<file path="src/rtl/sphc_pkg.sv">
// Package for the stepper position and homing controller.
// Types, codes, reset values and fixed-point helpers shared by every file.
// No dependencies.
package sphc_pkg;

  // Fixed-point format of the position register
  localparam int FRAC_BITS = 16;
  localparam int POS_W     = 32;
  localparam int DEG_W     = 16;
  localparam int INC_W     = 16;
  localparam int KIND_W    = 3;
  localparam int CFG_IDX_W = 3;
  localparam int CFG_W     = 16;

  // Working width: holds a degree value moved up to the binary point,
  // a full position, and the difference of the two
  localparam int WIDE_W = ((DEG_W + FRAC_BITS) > POS_W ? DEG_W + FRAC_BITS : POS_W) + 2;

  // Shift that aligns the 0.16 increment register to FRAC_BITS
  localparam int INC_SHL = (FRAC_BITS >= INC_W) ? FRAC_BITS - INC_W : 0;
  localparam int INC_SHR = (FRAC_BITS <  INC_W) ? INC_W - FRAC_BITS : 0;

  // Bias that turns a floor shift into truncation toward zero
  localparam logic [WIDE_W-1:0] TRUNC_BIAS = WIDE_W'((64'd1 << FRAC_BITS) - 64'd1);

  // Queue between front and back
  localparam int Q_DEPTH = 2;
  localparam int Q_PTR_W = (Q_DEPTH > 1) ? $clog2(Q_DEPTH) : 1;
  localparam int Q_CNT_W = $clog2(Q_DEPTH + 1);

  // Raw item kind codes
  localparam logic [KIND_W-1:0] KIND_TICK       = 3'd0;
  localparam logic [KIND_W-1:0] KIND_GOTO       = 3'd1;
  localparam logic [KIND_W-1:0] KIND_ENABLE     = 3'd2;
  localparam logic [KIND_W-1:0] KIND_DISABLE    = 3'd3;
  localparam logic [KIND_W-1:0] KIND_SWITCH     = 3'd4;
  localparam logic [KIND_W-1:0] KIND_SAVE_ZERO  = 3'd5;
  localparam logic [KIND_W-1:0] KIND_CLEAR_ZERO = 3'd6;

  // Configuration register indexes
  localparam logic [CFG_IDX_W-1:0] CFG_ANGLE_MIN    = 3'd0;
  localparam logic [CFG_IDX_W-1:0] CFG_ANGLE_MAX    = 3'd1;
  localparam logic [CFG_IDX_W-1:0] CFG_HALFSTEP_INC = 3'd2;
  localparam logic [CFG_IDX_W-1:0] CFG_CORR_INIT    = 3'd3;
  localparam logic [CFG_IDX_W-1:0] CFG_INIT_TARGET  = 3'd4;

  // Reset values
  localparam logic signed [DEG_W-1:0] ANGLE_MIN_RESET = 16'sd0;
  localparam logic signed [DEG_W-1:0] ANGLE_MAX_RESET = 16'sd180;
  localparam logic [INC_W-1:0]        INC_RESET       = 16'd58982;
  localparam logic signed [DEG_W-1:0] TARGET_RESET    = 16'sd90;
  localparam logic signed [DEG_W-1:0] CORR_RESET      = 16'sd0;

  // Operation decoded by the front
  typedef enum logic [2:0] {
    OP_TICK,
    OP_GOTO,
    OP_ENABLE,
    OP_DISABLE,
    OP_SWITCH,
    OP_SAVE_ZERO,
    OP_CLEAR_ZERO,
    OP_NOP
  } op_t;

  // Classified command held in the queue
  typedef struct packed {
    op_t                      op;
    logic signed [DEG_W-1:0]  tgt;      // goto angle, already clamped
    logic                     sw;       // min switch level
  } cmd_t;

  // Live configuration seen by the back
  typedef struct packed {
    logic signed [DEG_W-1:0]  angle_min;
    logic signed [DEG_W-1:0]  angle_max;
    logic [INC_W-1:0]         inc;
  } cfg_t;

  // Queue status toward front and back
  typedef struct packed {
    logic valid;
    logic full;
  } q_stat_t;

  // Result payload
  typedef struct packed {
    logic                     step_run;
    logic                     dir_up;
    logic                     driver_enable;
    logic                     ready_flag;
    logic                     homing_flag;
    logic signed [DEG_W-1:0]  position_deg;
    logic signed [DEG_W-1:0]  target_deg;
  } res_t;

  // Clamp: above max wins first, then below min
  function automatic logic signed [DEG_W-1:0] clamp_deg(
    input logic signed [DEG_W-1:0] p,
    input logic signed [DEG_W-1:0] lo,
    input logic signed [DEG_W-1:0] hi
  );
    if (p > hi) begin
      return hi;
    end else if (p < lo) begin
      return lo;
    end
    return p;
  endfunction

  // Position register as a signed working value
  function automatic logic signed [WIDE_W-1:0] pos_wide(input logic [POS_W-1:0] pos);
    return WIDE_W'($signed(pos));
  endfunction

  // Whole degrees moved up to the binary point, still wide
  function automatic logic signed [WIDE_W-1:0] deg_wide(input logic signed [DEG_W-1:0] d);
    logic signed [WIDE_W-1:0] w;
    w = WIDE_W'(d);
    return w <<< FRAC_BITS;
  endfunction

  // Whole degrees as a position, wrapped to the position width
  function automatic logic [POS_W-1:0] deg_to_fx(input logic signed [DEG_W-1:0] d);
    logic signed [WIDE_W-1:0] w;
    w = deg_wide(d);
    return w[POS_W-1:0];
  endfunction

  // Truncate toward zero to whole degrees, keep the low degree bits
  function automatic logic signed [DEG_W-1:0] trunc_deg(input logic signed [WIDE_W-1:0] v);
    logic signed [WIDE_W-1:0] b;
    b = v[WIDE_W-1] ? v + $signed(TRUNC_BIAS) : v;
    b = b >>> FRAC_BITS;
    return b[DEG_W-1:0];
  endfunction

  // Direction toward a target: 1 when the target lies above the position
  function automatic logic deg_up(
    input logic signed [DEG_W-1:0] p,
    input logic [POS_W-1:0]        pos
  );
    return deg_wide(p) > pos_wide(pos);
  endfunction

  // Half-step increment aligned to the position format
  function automatic logic [POS_W-1:0] inc_fx(input logic [INC_W-1:0] inc);
    logic [POS_W-1:0] w;
    w = POS_W'(inc);
    return (w << INC_SHL) >> INC_SHR;
  endfunction

endpackage

</file>
<file path="src/rtl/sphc_ifs.sv">
// Channel interfaces of the stepper position and homing controller.
// Depends on sphc_pkg for field widths.
interface sphc_in_if;
  logic                              valid;
  logic                              ready;
  logic [sphc_pkg::KIND_W-1:0]       kind;
  logic signed [sphc_pkg::DEG_W-1:0] target_angle;
  logic                              min_switch;

  modport source (output valid, kind, target_angle, min_switch, input ready);
  modport sink   (input valid, kind, target_angle, min_switch, output ready);
endinterface

interface sphc_out_if;
  logic                              valid;
  logic                              ready;
  logic                              step_run;
  logic                              dir_up;
  logic                              driver_enable;
  logic                              ready_flag;
  logic                              homing_flag;
  logic signed [sphc_pkg::DEG_W-1:0] position_deg;
  logic signed [sphc_pkg::DEG_W-1:0] target_deg;

  modport source (output valid, step_run, dir_up, driver_enable, ready_flag, homing_flag,
                  position_deg, target_deg, input ready);
  modport sink   (input valid, step_run, dir_up, driver_enable, ready_flag, homing_flag,
                  position_deg, target_deg, output ready);
endinterface

</file>
<file path="src/rtl/sphc_front.sv">
// Front of the controller: configuration registers, item decode and goto clamp.
// Depends on sphc_pkg and sphc_in_if; feeds sphc_queue.
module sphc_front (
  input  logic                               clk,
  input  logic                               rst_n,
  sphc_in_if.sink                            in_ch,
  input  logic                               cfg_we,
  input  logic [sphc_pkg::CFG_IDX_W-1:0]     cfg_index,
  input  logic [sphc_pkg::CFG_W-1:0]         cfg_data,
  input  sphc_pkg::q_stat_t                  q_stat,
  output logic                               push,
  output sphc_pkg::cmd_t                     push_cmd,
  output sphc_pkg::cfg_t                     cfg
);
  import sphc_pkg::*;

  logic signed [DEG_W-1:0] angle_min_r;
  logic signed [DEG_W-1:0] angle_max_r;
  logic [INC_W-1:0]        inc_r;
  op_t                     op;

  // Configuration writes; writes to the correction and target reset registers are
  // ignored, and the back uses their reset values directly at reset
  always_ff @(posedge clk) begin
    if (!rst_n) begin
      angle_min_r <= ANGLE_MIN_RESET;
      angle_max_r <= ANGLE_MAX_RESET;
      inc_r       <= INC_RESET;
    end else if (cfg_we) begin
      unique case (cfg_index)
        CFG_ANGLE_MIN:    angle_min_r <= $signed(cfg_data[DEG_W-1:0]);
        CFG_ANGLE_MAX:    angle_max_r <= $signed(cfg_data[DEG_W-1:0]);
        CFG_HALFSTEP_INC: inc_r       <= cfg_data[INC_W-1:0];
        default: ;
      endcase
    end
  end

  assign cfg.angle_min = angle_min_r;
  assign cfg.angle_max = angle_max_r;
  assign cfg.inc       = inc_r;

  // Decode the raw kind
  always_comb begin
    unique case (in_ch.kind)
      KIND_TICK:       op = OP_TICK;
      KIND_GOTO:       op = OP_GOTO;
      KIND_ENABLE:     op = OP_ENABLE;
      KIND_DISABLE:    op = OP_DISABLE;
      KIND_SWITCH:     op = OP_SWITCH;
      KIND_SAVE_ZERO:  op = OP_SAVE_ZERO;
      KIND_CLEAR_ZERO: op = OP_CLEAR_ZERO;
      default:         op = OP_NOP;
    endcase
  end

  // Transfer into the queue whenever it has room
  assign in_ch.ready  = !q_stat.full;
  assign push         = in_ch.valid && !q_stat.full;
  assign push_cmd.op  = op;
  assign push_cmd.tgt = clamp_deg(in_ch.target_angle, angle_min_r, angle_max_r);
  assign push_cmd.sw  = in_ch.min_switch;

endmodule

</file>
<file path="src/rtl/sphc_queue.sv">
// Short command queue between the front and the back.
// Depends on sphc_pkg for the command type and depth.
module sphc_queue (
  input  logic               clk,
  input  logic               rst_n,
  input  logic               push,
  input  sphc_pkg::cmd_t     push_cmd,
  input  logic               pop,
  output sphc_pkg::cmd_t     head,
  output sphc_pkg::q_stat_t  q_stat
);
  import sphc_pkg::*;

  cmd_t               ent_r [Q_DEPTH];
  logic [Q_PTR_W-1:0] wr_ptr_r, wr_ptr_nxt;
  logic [Q_PTR_W-1:0] rd_ptr_r, rd_ptr_nxt;
  logic [Q_CNT_W-1:0] count_r, count_nxt;

  // Advance pointers with wrap at the depth
  always_comb begin
    wr_ptr_nxt = wr_ptr_r;
    rd_ptr_nxt = rd_ptr_r;
    count_nxt  = count_r;
    if (push) begin
      wr_ptr_nxt = (wr_ptr_r == Q_PTR_W'(Q_DEPTH - 1)) ? '0 : wr_ptr_r + 1'b1;
    end
    if (pop) begin
      rd_ptr_nxt = (rd_ptr_r == Q_PTR_W'(Q_DEPTH - 1)) ? '0 : rd_ptr_r + 1'b1;
    end
    if (push && !pop) begin
      count_nxt = count_r + 1'b1;
    end else if (pop && !push) begin
      count_nxt = count_r - 1'b1;
    end
  end

  always_ff @(posedge clk) begin
    if (!rst_n) begin
      wr_ptr_r <= '0;
      rd_ptr_r <= '0;
      count_r  <= '0;
    end else begin
      wr_ptr_r <= wr_ptr_nxt;
      rd_ptr_r <= rd_ptr_nxt;
      count_r  <= count_nxt;
    end
  end

  // Store the payload
  always_ff @(posedge clk) begin
    if (push) begin
      ent_r[wr_ptr_r] <= push_cmd;
    end
  end

  assign head         = ent_r[rd_ptr_r];
  assign q_stat.valid = (count_r != '0);
  assign q_stat.full  = (count_r == Q_CNT_W'(Q_DEPTH));

  // Occupancy never goes past the depth
  a_count_bound: assert property (@(posedge clk) disable iff (!rst_n)
    count_r <= Q_CNT_W'(Q_DEPTH))
    else $error("queue count beyond depth");

  // Pop only from a filled queue
  a_pop_nonempty: assert property (@(posedge clk) disable iff (!rst_n)
    pop |-> count_r != '0)
    else $error("queue popped while empty");

endmodule

</file>
<file path="src/rtl/sphc_back.sv">
// Back of the controller: axis state update and the result register.
// Depends on sphc_pkg and sphc_out_if; drains sphc_queue.
module sphc_back (
  input  logic               clk,
  input  logic               rst_n,
  input  sphc_pkg::cfg_t     cfg,
  input  sphc_pkg::cmd_t     head,
  input  sphc_pkg::q_stat_t  q_stat,
  output logic               pop,
  sphc_out_if.source         out_ch
);
  import sphc_pkg::*;

  logic [POS_W-1:0]        pos_r, pos_nxt;
  logic signed [DEG_W-1:0] tgt_r, tgt_nxt;
  logic signed [DEG_W-1:0] corr_r, corr_nxt;
  logic                    dir_r, dir_nxt;
  logic                    run_r, run_nxt;
  logic                    hom_r, hom_nxt;
  logic                    en_r, en_nxt;
  logic                    rdy_r, rdy_nxt;
  logic                    out_valid_r;
  res_t                    res_r, res_nxt;

  logic                    do_sync;
  logic signed [DEG_W-1:0] p;
  logic signed [DEG_W-1:0] s;
  logic signed [DEG_W-1:0] pending;

  // Take the next command when the result register is free or being drained
  assign pop = q_stat.valid && (!out_valid_r || out_ch.ready);

  // State update: the command first, then at most one sync to the home angle
  always_comb begin
    pos_nxt  = pos_r;
    tgt_nxt  = tgt_r;
    corr_nxt = corr_r;
    dir_nxt  = dir_r;
    run_nxt  = run_r;
    hom_nxt  = hom_r;
    en_nxt   = en_r;
    rdy_nxt  = rdy_r;
    do_sync  = 1'b0;
    p        = head.tgt;
    s        = '0;
    pending  = '0;

    unique case (head.op)
      OP_TICK: begin
        if (run_r && !hom_r) begin
          pos_nxt = dir_r ? pos_r + inc_fx(cfg.inc) : pos_r - inc_fx(cfg.inc);
          if (trunc_deg(pos_wide(pos_nxt)) == tgt_r) begin
            run_nxt = 1'b0;
            hom_nxt = 1'b0;
            rdy_nxt = 1'b1;
          end
        end
      end
      OP_GOTO: begin
        if (p != tgt_r) begin
          tgt_nxt = p;
          if (!hom_r) begin
            if ((p > tgt_r) != dir_r) begin
              run_nxt = 1'b0;
            end
            dir_nxt = deg_up(p, pos_r);
            if (head.sw && !dir_nxt) begin
              run_nxt = 1'b0;
              do_sync = 1'b1;
            end else begin
              run_nxt = 1'b1;
              rdy_nxt = 1'b0;
            end
          end
        end
      end
      OP_ENABLE: begin
        if (!en_r) begin
          en_nxt  = 1'b1;
          rdy_nxt = 1'b0;
          if (head.sw) begin
            do_sync = 1'b1;
          end else begin
            hom_nxt = 1'b1;
            dir_nxt = 1'b0;
            run_nxt = 1'b1;
          end
        end
      end
      OP_DISABLE: begin
        run_nxt = 1'b0;
        hom_nxt = 1'b0;
        en_nxt  = 1'b0;
        rdy_nxt = 1'b0;
      end
      OP_SWITCH: begin
        do_sync = head.sw && !dir_r;
      end
      OP_SAVE_ZERO: begin
        corr_nxt = trunc_deg(deg_wide(corr_r) - pos_wide(pos_r));
      end
      OP_CLEAR_ZERO: begin
        pos_nxt  = pos_r - deg_to_fx(corr_r);
        corr_nxt = '0;
      end
      OP_NOP: ;
      default: ;
    endcase

    // Sync: stop, set position to home plus correction, resume to pending target
    if (do_sync) begin
      pending = tgt_nxt;
      s       = cfg.angle_min + corr_nxt;
      run_nxt = 1'b0;
      hom_nxt = 1'b0;
      pos_nxt = deg_to_fx(s);
      tgt_nxt = s;
      p       = clamp_deg(pending, cfg.angle_min, cfg.angle_max);
      if (p != s) begin
        tgt_nxt = p;
        dir_nxt = deg_up(p, pos_nxt);
        if (!(head.sw && !dir_nxt)) begin
          run_nxt = 1'b1;
          rdy_nxt = 1'b0;
        end
      end
    end
  end

  // Result fields after the update
  always_comb begin
    res_nxt.step_run      = run_nxt;
    res_nxt.dir_up        = dir_nxt;
    res_nxt.driver_enable = en_nxt;
    res_nxt.ready_flag    = rdy_nxt;
    res_nxt.homing_flag   = hom_nxt;
    res_nxt.position_deg  = trunc_deg(pos_wide(pos_nxt));
    res_nxt.target_deg    = tgt_nxt;
  end

  // Axis state
  always_ff @(posedge clk) begin
    if (!rst_n) begin
      pos_r  <= '0;
      tgt_r  <= TARGET_RESET;
      corr_r <= CORR_RESET;
      dir_r  <= 1'b0;
      run_r  <= 1'b0;
      hom_r  <= 1'b0;
      en_r   <= 1'b0;
      rdy_r  <= 1'b0;
    end else if (pop) begin
      pos_r  <= pos_nxt;
      tgt_r  <= tgt_nxt;
      corr_r <= corr_nxt;
      dir_r  <= dir_nxt;
      run_r  <= run_nxt;
      hom_r  <= hom_nxt;
      en_r   <= en_nxt;
      rdy_r  <= rdy_nxt;
    end
  end

  // Result register: load on pop, drop on transfer
  always_ff @(posedge clk) begin
    if (!rst_n) begin
      out_valid_r <= 1'b0;
    end else if (pop) begin
      out_valid_r <= 1'b1;
    end else if (out_ch.ready) begin
      out_valid_r <= 1'b0;
    end
  end

  always_ff @(posedge clk) begin
    if (pop) begin
      res_r <= res_nxt;
    end
  end

  assign out_ch.valid         = out_valid_r;
  assign out_ch.step_run      = res_r.step_run;
  assign out_ch.dir_up        = res_r.dir_up;
  assign out_ch.driver_enable = res_r.driver_enable;
  assign out_ch.ready_flag    = res_r.ready_flag;
  assign out_ch.homing_flag   = res_r.homing_flag;
  assign out_ch.position_deg  = res_r.position_deg;
  assign out_ch.target_deg    = res_r.target_deg;

  // A running axis has not reached its target
  a_run_not_ready: assert property (@(posedge clk) disable iff (!rst_n)
    !(run_r && rdy_r))
    else $error("run and ready both set");

  // Homing only on an enabled axis moving down
  a_homing_down: assert property (@(posedge clk) disable iff (!rst_n)
    hom_r |-> (en_r && !dir_r))
    else $error("homing while disabled or moving up");

  // A waiting result is not overwritten
  a_no_overwrite: assert property (@(posedge clk) disable iff (!rst_n)
    (out_valid_r && !out_ch.ready) |-> !pop)
    else $error("result register overwritten while stalled");

endmodule

</file>
<file path="src/rtl/stepper_position_homing_ctrl.sv">
// Top level of the stepper position and homing controller.
// Depends on sphc_pkg, sphc_ifs, sphc_front, sphc_queue and sphc_back.
//
//   channel  direction  handshake        payload
//   in_ch    in         valid / ready    kind, target_angle, min_switch
//   out_ch   out        valid / ready    step_run, dir_up, driver_enable, ready_flag,
//                                        homing_flag, position_deg, target_deg
//   cfg      in         cfg_we           cfg_index, cfg_data (16 bits)
//
// One item a cycle sustained while out_ch is ready. After its input transfer an item is
// written into the queue, then the combinational state update in the back loads its
// result into the result register, from which it is offered on out_ch.
// A two-entry command queue sits between front and back; while a result waits, in_ch
// keeps accepting until both entries are taken.
// Reset is synchronous and active low; no clearing pass.
// A stalled out_ch backs up the queue, which then drops in_ch.ready.
module stepper_position_homing_ctrl (
  input  logic                            clk,
  input  logic                            rst_n,
  sphc_in_if.sink                         in_ch,
  sphc_out_if.source                      out_ch,
  input  logic                            cfg_we,
  input  logic [sphc_pkg::CFG_IDX_W-1:0]  cfg_index,
  input  logic [sphc_pkg::CFG_W-1:0]      cfg_data
);
  import sphc_pkg::*;

  cfg_t    cfg;
  cmd_t    push_cmd;
  cmd_t    head;
  q_stat_t q_stat;
  logic    push;
  logic    pop;

  sphc_front u_front (
    .clk       (clk),
    .rst_n     (rst_n),
    .in_ch     (in_ch),
    .cfg_we    (cfg_we),
    .cfg_index (cfg_index),
    .cfg_data  (cfg_data),
    .q_stat    (q_stat),
    .push      (push),
    .push_cmd  (push_cmd),
    .cfg       (cfg)
  );

  sphc_queue u_queue (
    .clk      (clk),
    .rst_n    (rst_n),
    .push     (push),
    .push_cmd (push_cmd),
    .pop      (pop),
    .head     (head),
    .q_stat   (q_stat)
  );

  sphc_back u_back (
    .clk    (clk),
    .rst_n  (rst_n),
    .cfg    (cfg),
    .head   (head),
    .q_stat (q_stat),
    .pop    (pop),
    .out_ch (out_ch)
  );

endmodule
</file>
<file path="src/flat_wrapper.sv">
// flat-port wrapper written by rule: the top's interface ports become plain ports
module stepper_position_homing_ctrl_flat import sphc_pkg::*;
  (clk, rst_n, cfg_we, cfg_index, cfg_data, in_ch_valid, in_ch_kind, in_ch_target_angle, in_ch_min_switch, in_ch_ready, out_ch_valid, out_ch_step_run, out_ch_dir_up, out_ch_driver_enable, out_ch_ready_flag, out_ch_homing_flag, out_ch_position_deg, out_ch_target_deg, out_ch_ready);
  sphc_in_if in_ch_i ();
  sphc_out_if out_ch_i ();
  input  logic clk;
  input  logic rst_n;
  input  logic cfg_we;
  input  logic [sphc_pkg::CFG_IDX_W-1:0] cfg_index;
  input  logic [sphc_pkg::CFG_W-1:0] cfg_data;
  input wire logic [$bits(in_ch_i.valid)-1:0] in_ch_valid;
  input wire logic [$bits(in_ch_i.kind)-1:0] in_ch_kind;
  input wire logic [$bits(in_ch_i.target_angle)-1:0] in_ch_target_angle;
  input wire logic [$bits(in_ch_i.min_switch)-1:0] in_ch_min_switch;
  output wire logic [$bits(in_ch_i.ready)-1:0] in_ch_ready;
  output wire logic [$bits(out_ch_i.valid)-1:0] out_ch_valid;
  output wire logic [$bits(out_ch_i.step_run)-1:0] out_ch_step_run;
  output wire logic [$bits(out_ch_i.dir_up)-1:0] out_ch_dir_up;
  output wire logic [$bits(out_ch_i.driver_enable)-1:0] out_ch_driver_enable;
  output wire logic [$bits(out_ch_i.ready_flag)-1:0] out_ch_ready_flag;
  output wire logic [$bits(out_ch_i.homing_flag)-1:0] out_ch_homing_flag;
  output wire logic [$bits(out_ch_i.position_deg)-1:0] out_ch_position_deg;
  output wire logic [$bits(out_ch_i.target_deg)-1:0] out_ch_target_deg;
  input wire logic [$bits(out_ch_i.ready)-1:0] out_ch_ready;
  assign in_ch_i.valid = in_ch_valid;
  assign in_ch_i.kind = in_ch_kind;
  assign in_ch_i.target_angle = in_ch_target_angle;
  assign in_ch_i.min_switch = in_ch_min_switch;
  assign in_ch_ready = in_ch_i.ready;
  assign out_ch_valid = out_ch_i.valid;
  assign out_ch_step_run = out_ch_i.step_run;
  assign out_ch_dir_up = out_ch_i.dir_up;
  assign out_ch_driver_enable = out_ch_i.driver_enable;
  assign out_ch_ready_flag = out_ch_i.ready_flag;
  assign out_ch_homing_flag = out_ch_i.homing_flag;
  assign out_ch_position_deg = out_ch_i.position_deg;
  assign out_ch_target_deg = out_ch_i.target_deg;
  assign out_ch_i.ready = out_ch_ready;
  stepper_position_homing_ctrl u_core (.clk(clk), .rst_n(rst_n), .in_ch(in_ch_i), .out_ch(out_ch_i), .cfg_we(cfg_we), .cfg_index(cfg_index), .cfg_data(cfg_data));
endmodule
</file>
<file path="config.mk">
export PLATFORM = sky130hd
export DESIGN_NAME = stepper_position_homing_ctrl_flat
export DESIGN_NICKNAME = d
export VERILOG_FILES = /design/src/rtl/sphc_pkg.sv /design/src/rtl/sphc_ifs.sv /design/src/rtl/sphc_front.sv /design/src/rtl/sphc_queue.sv /design/src/rtl/sphc_back.sv /design/src/rtl/stepper_position_homing_ctrl.sv /design/src/flat_wrapper.sv
export SDC_FILE = /design/constraint.sdc
export NUM_CORES = 1
export LEC_CHECK = 0
export ABC_CLOCK_PERIOD_IN_PS = 6850
export BUFFER_PORTS_ARGS = -buffer_cell sky130_fd_sc_hd__buf_2
export CORE_MARGIN = 3
export CORE_UTILIZATION = 50
export DETAILED_ROUTE_END_ITERATION = 6
export PLACE_DENSITY = 0.7
export SLEW_MARGIN = 0
export SYNTH_ARGS = -nofsm -noshare
export SYNTH_HDL_FRONTEND = slang
export SYNTH_SLANG_ARGS = --single-unit
</file>
<file path="constraint.sdc">
create_clock -name clk -period 6.85 [get_ports clk]
set_input_delay 1.37 -clock clk [delete_from_list [all_inputs] [get_ports clk]]
set_output_delay 1.37 -clock clk [all_outputs]
set_load 0.005 [all_outputs]
</file>
==> flow_summary.json <==
{
  "status": "finished clean",
  "synth-compound-area-share_pct": 24.81,
  "top_register": "u_core.u_queue.ent_r",
  "die-area_um2": 39380,
  "antennaDiodeCount": 0,
  "synth_area_leaders": "dfxtp_1, edfxtp_1, ha_1",
  "post_synth.cell_area_avg_um2": 8.047,
  "clock-root-buffer": "clkbuf_16",
  "grt_pass1_vias": 17790,
  "synth.yosys.warnings": 0,
  "instances_no_fill": 3037,
  "antenna_found_initial": 0,
  "worst-setup-path-type": "register to register",
  "fillers": 3128,
  "reg2reg_setup_slack_ns": 0.09,
  "cts_sinks": 200,
  "synth_top_family_by_area": "compound AO/OA/AOI/OAI gates",
  "reg.largest.list": "u_core.u_queue.ent_r x40, u_core.u_back.pos_r x32",
  "setup_tns_ns": 0,
  "globalplace.congestion": 1.065,
  "crit_path_top_delay_cell": "or4_4",
  "firstDrtPassIters": 6,
  "area_growth_pct": 20.25,
  "boundaryPins": 83,
  "vias_per_cell": 6.380,
  "whs_ns": 0.4789,
  "final_nets": 2783,
  "register_area_um2": 4778,
  "crit_path_end_kind": "register",
  "portBuffers": 82,
  "fmax_mhz": 147.9,
  "async_reset_ff_share_pct": 0,
  "max-slew-margin-rel_pct": 23.56,
  "synth_edf_count": 77,
  "htree_levels": 4,
  "synth_xor_area_share_pct": 6.291,
  "drive_above_1_share_pct": 21.43,
  "cts_buffers": 17,
  "coreArea_um2": 36000,
  "die_y_um": 198.4,
  "crit_required_ns": 7.21,
  "hold_violations": 0,
  "yosysUniqueCellTypes": 101,
  "worstSetupStartpointType": "register",
  "setup_violations": 0,
  "clk_pin_slew_ns": 0.09,
  "hpwl_um": 54150,
  "post-place-ws_ns": -0.3152,
  "clk_latency_ns": 0.47,
  "grt.total_usage_pct": 33.72,
  "cp_slowest_stage_delay_ns": 0.44,
  "drt_wl_total_um": 68330,
  "crit_fanout": 10,
  "period_minus_slack_ns": 6.763,
  "syn_inst": 2301,
  "rsz0062_at_grt": "yes",
  "hold_path_class": "register to register",
  "m1WireLength_um": 27800,
  "wl_per_cell_um": 22.50,
  "synth_flop_cell": "dfxtp_1",
  "cts_hold_buf": 0,
  "first_iter_violations": 2112,
  "cts_buffer_depth": 2,
  "routed-via-count": 19380,
  "crit_top_cell": "buf_4",
  "met3_length_um": 6747,
  "wl_met2_um": 29930,
  "grt_remaining_overflow": 0,
  "reg2reg_depth": 36,
  "worstSetupEndpoint": "u_core.u_back.run_r$_SDFFE_PN0P_",
  "final_max_slew_viol_count": 0,
  "yosysTopAreaCell": "dfxtp_1",
  "cts_tree": "yes",
  "grt_pass1_wl_um": 102400,
  "arrival_ns": 7.12,
  "die_w_um": 198.4,
  "yosys.area_share.simple_pct": 20.96,
  "syn_nets": 2521,
  "worst_slack_ns": 0.08665,
  "tightestPinTransition_ns": 1.139,
  "netlist.area_leader.share_pct": 13.30,
  "synthAdderAreaFrac_pct": 12.02,
  "synth-seq-cells": 200,
  "maxCapViolCount": 0,
  "ant_nets": 0,
  "row_count": 69,
  "place_inst": 2988,
  "largest_reg_flops": 40,
  "routed.top_layer": "met4",
  "multi_input_area_um2": 13340,
  "grt_max_degree": 97,
  "start_util_pct": 51.43,
  "clock-skew-final_ns": 0.01404,
  "fin_crit_sh_pct": 98.73,
  "yosysSeqAreaShare_pct": 25.79,
  "drc": 0,
  "r2r-end": "u_core.u_back.run_r$_SDFFE_PN0P_",
  "muxShareOfSynthArea_pct": 5.163,
  "synth.cell_area_um2": 18520
}
-- worst max-delay path, delay by kind of cell, from the launching register on --
kind                     cells  cell delay (ns)
flip-flops                   1             0.33
buffers and inverters        8             1.29
AO/OA/AOI/OAI               15             2.61
adder cells (fa/ha/maj)      2             0.55
AND/OR/NAND/NOR             10             1.64
multiplexers                 1             0.22
-- placed cells by master, fill, tap and decap left out, types with 15 or more instances in the layout --
master and instances:
a211oi_1 15, a21boi_0 55, a21o_1 49, a21oi_1 143, a22oi_1 16, a31oi_1 23, and2_1 27, and3_1 21
buf_2 81, buf_4 263, clkbuf_16 17, dfxtp_1 120, edfxtp_1 77, ha_1 166, inv_1 127, mux2_2 33
mux2i_1 48, nand2_1 280, nand2b_1 29, nand3_1 39, nand4_1 23, nor2_1 190, nor2b_1 32, nor3_1 46
o211a_1 22, o211ai_1 36, o21a_1 24, o21ai_0 90, o21ai_1 17, o31ai_1 15, or3_1 18, xnor2_1 68
xor2_1 51
-- synthesized netlist by cell type (17+ instances only) --
cell,count
xor2_1,53
nor2_1,198
nor2b_1,32
a31oi_1,24
a21o_1,49
nand2b_1,30
xnor2_1,68
nand2_1,281
clkbuf_1,91
o211a_1,22
nand4_1,23
mux2i_1,55
dfxtp_1,123
inv_1,129
o21ai_0,107
or3_1,20
mux2_2,36
o211ai_1,36
and3_1,22
o21a_1,24
a21oi_1,148
nand3_1,43
nor3_1,50
and2_1,27
a211oi_1,22
a21boi_0,58
edfxtp_1,77
ha_1,173
a22oi_1,17
-- per-layer routing --
metal / up-vias / track usage [%]
li1: 8925 / -
met1: 9197 / 45.83
met2: 1044 / 52.32
met3: 210 / 5.369
met4: 0 / 16.76
met5: - / 0
-- final cells by class --
cell class / count / share of cell area (%)
tap: 461 / 2.591
clock inverter: 14 / 0.7531
clock buffer: 18 / 1.973
timing repair buffer: 351 / 11.14
multi-input combinational: 1864 / 59.91
sequential: 200 / 21.46
inverter: 129 / 2.175
-- logic make-up after synthesis --
| logic type | count (synthesis) |
|---|---|
| buffers and inverters | 237 |
| DFF | 200 |
| and+or+nand+nor | 804 |
| AOI/OAI and AO/OA | 667 |
| muxes | 91 |
| xor gates and xnor gates | 126 |
| adders and majority gates | 176 |
-- worst min path at each step --
stage,from,cells past startpoint,slack (ns),endpoint
CTS,u_core.u_back.tgt_r[8]$_SDFFE_PN0P_,2,0.48,u_core.u_back.tgt_r[8]$_SDFFE_PN0P_
global route,u_core.u_back.tgt_r[8]$_SDFFE_PN0P_,2,0.49,u_core.u_back.tgt_r[8]$_SDFFE_PN0P_
global placement,u_core.u_back.tgt_r[8]$_SDFFE_PN0P_,2,0.46,u_core.u_back.tgt_r[8]$_SDFFE_PN0P_
detailed placement,u_core.u_back.tgt_r[8]$_SDFFE_PN0P_,2,0.47,u_core.u_back.tgt_r[8]$_SDFFE_PN0P_
finish,u_core.u_back.tgt_r[8]$_SDFFE_PN0P_,2,0.48,u_core.u_back.tgt_r[8]$_SDFFE_PN0P_
floorplan,u_core.u_back.tgt_r[8]$_SDFFE_PN0P_,2,0.44,u_core.u_back.tgt_r[8]$_SDFFE_PN0P_
-- through the flow --
step	area (um^2)	utilization, %
floorplan	18530	-
global placement	21000	58.34
detailed placement	21000	58.34
CTS	21710	60.30
global route	22260	61.84
finish	22260	61.84
-- timing repair --
action                                  in CTS  in global routing
buffers inserted                             1                 15
endpoints found under the setup margin      29                 42
pin swaps                                    5                 38
gates cloned                                 0                  1
gates resized for setup                     23                114
endpoints found under the hold margin        0                  0
Power is left out: the tool's default activity adds up to more than one toggle a clock period on the data nets, which glitch-free logic cannot reach.
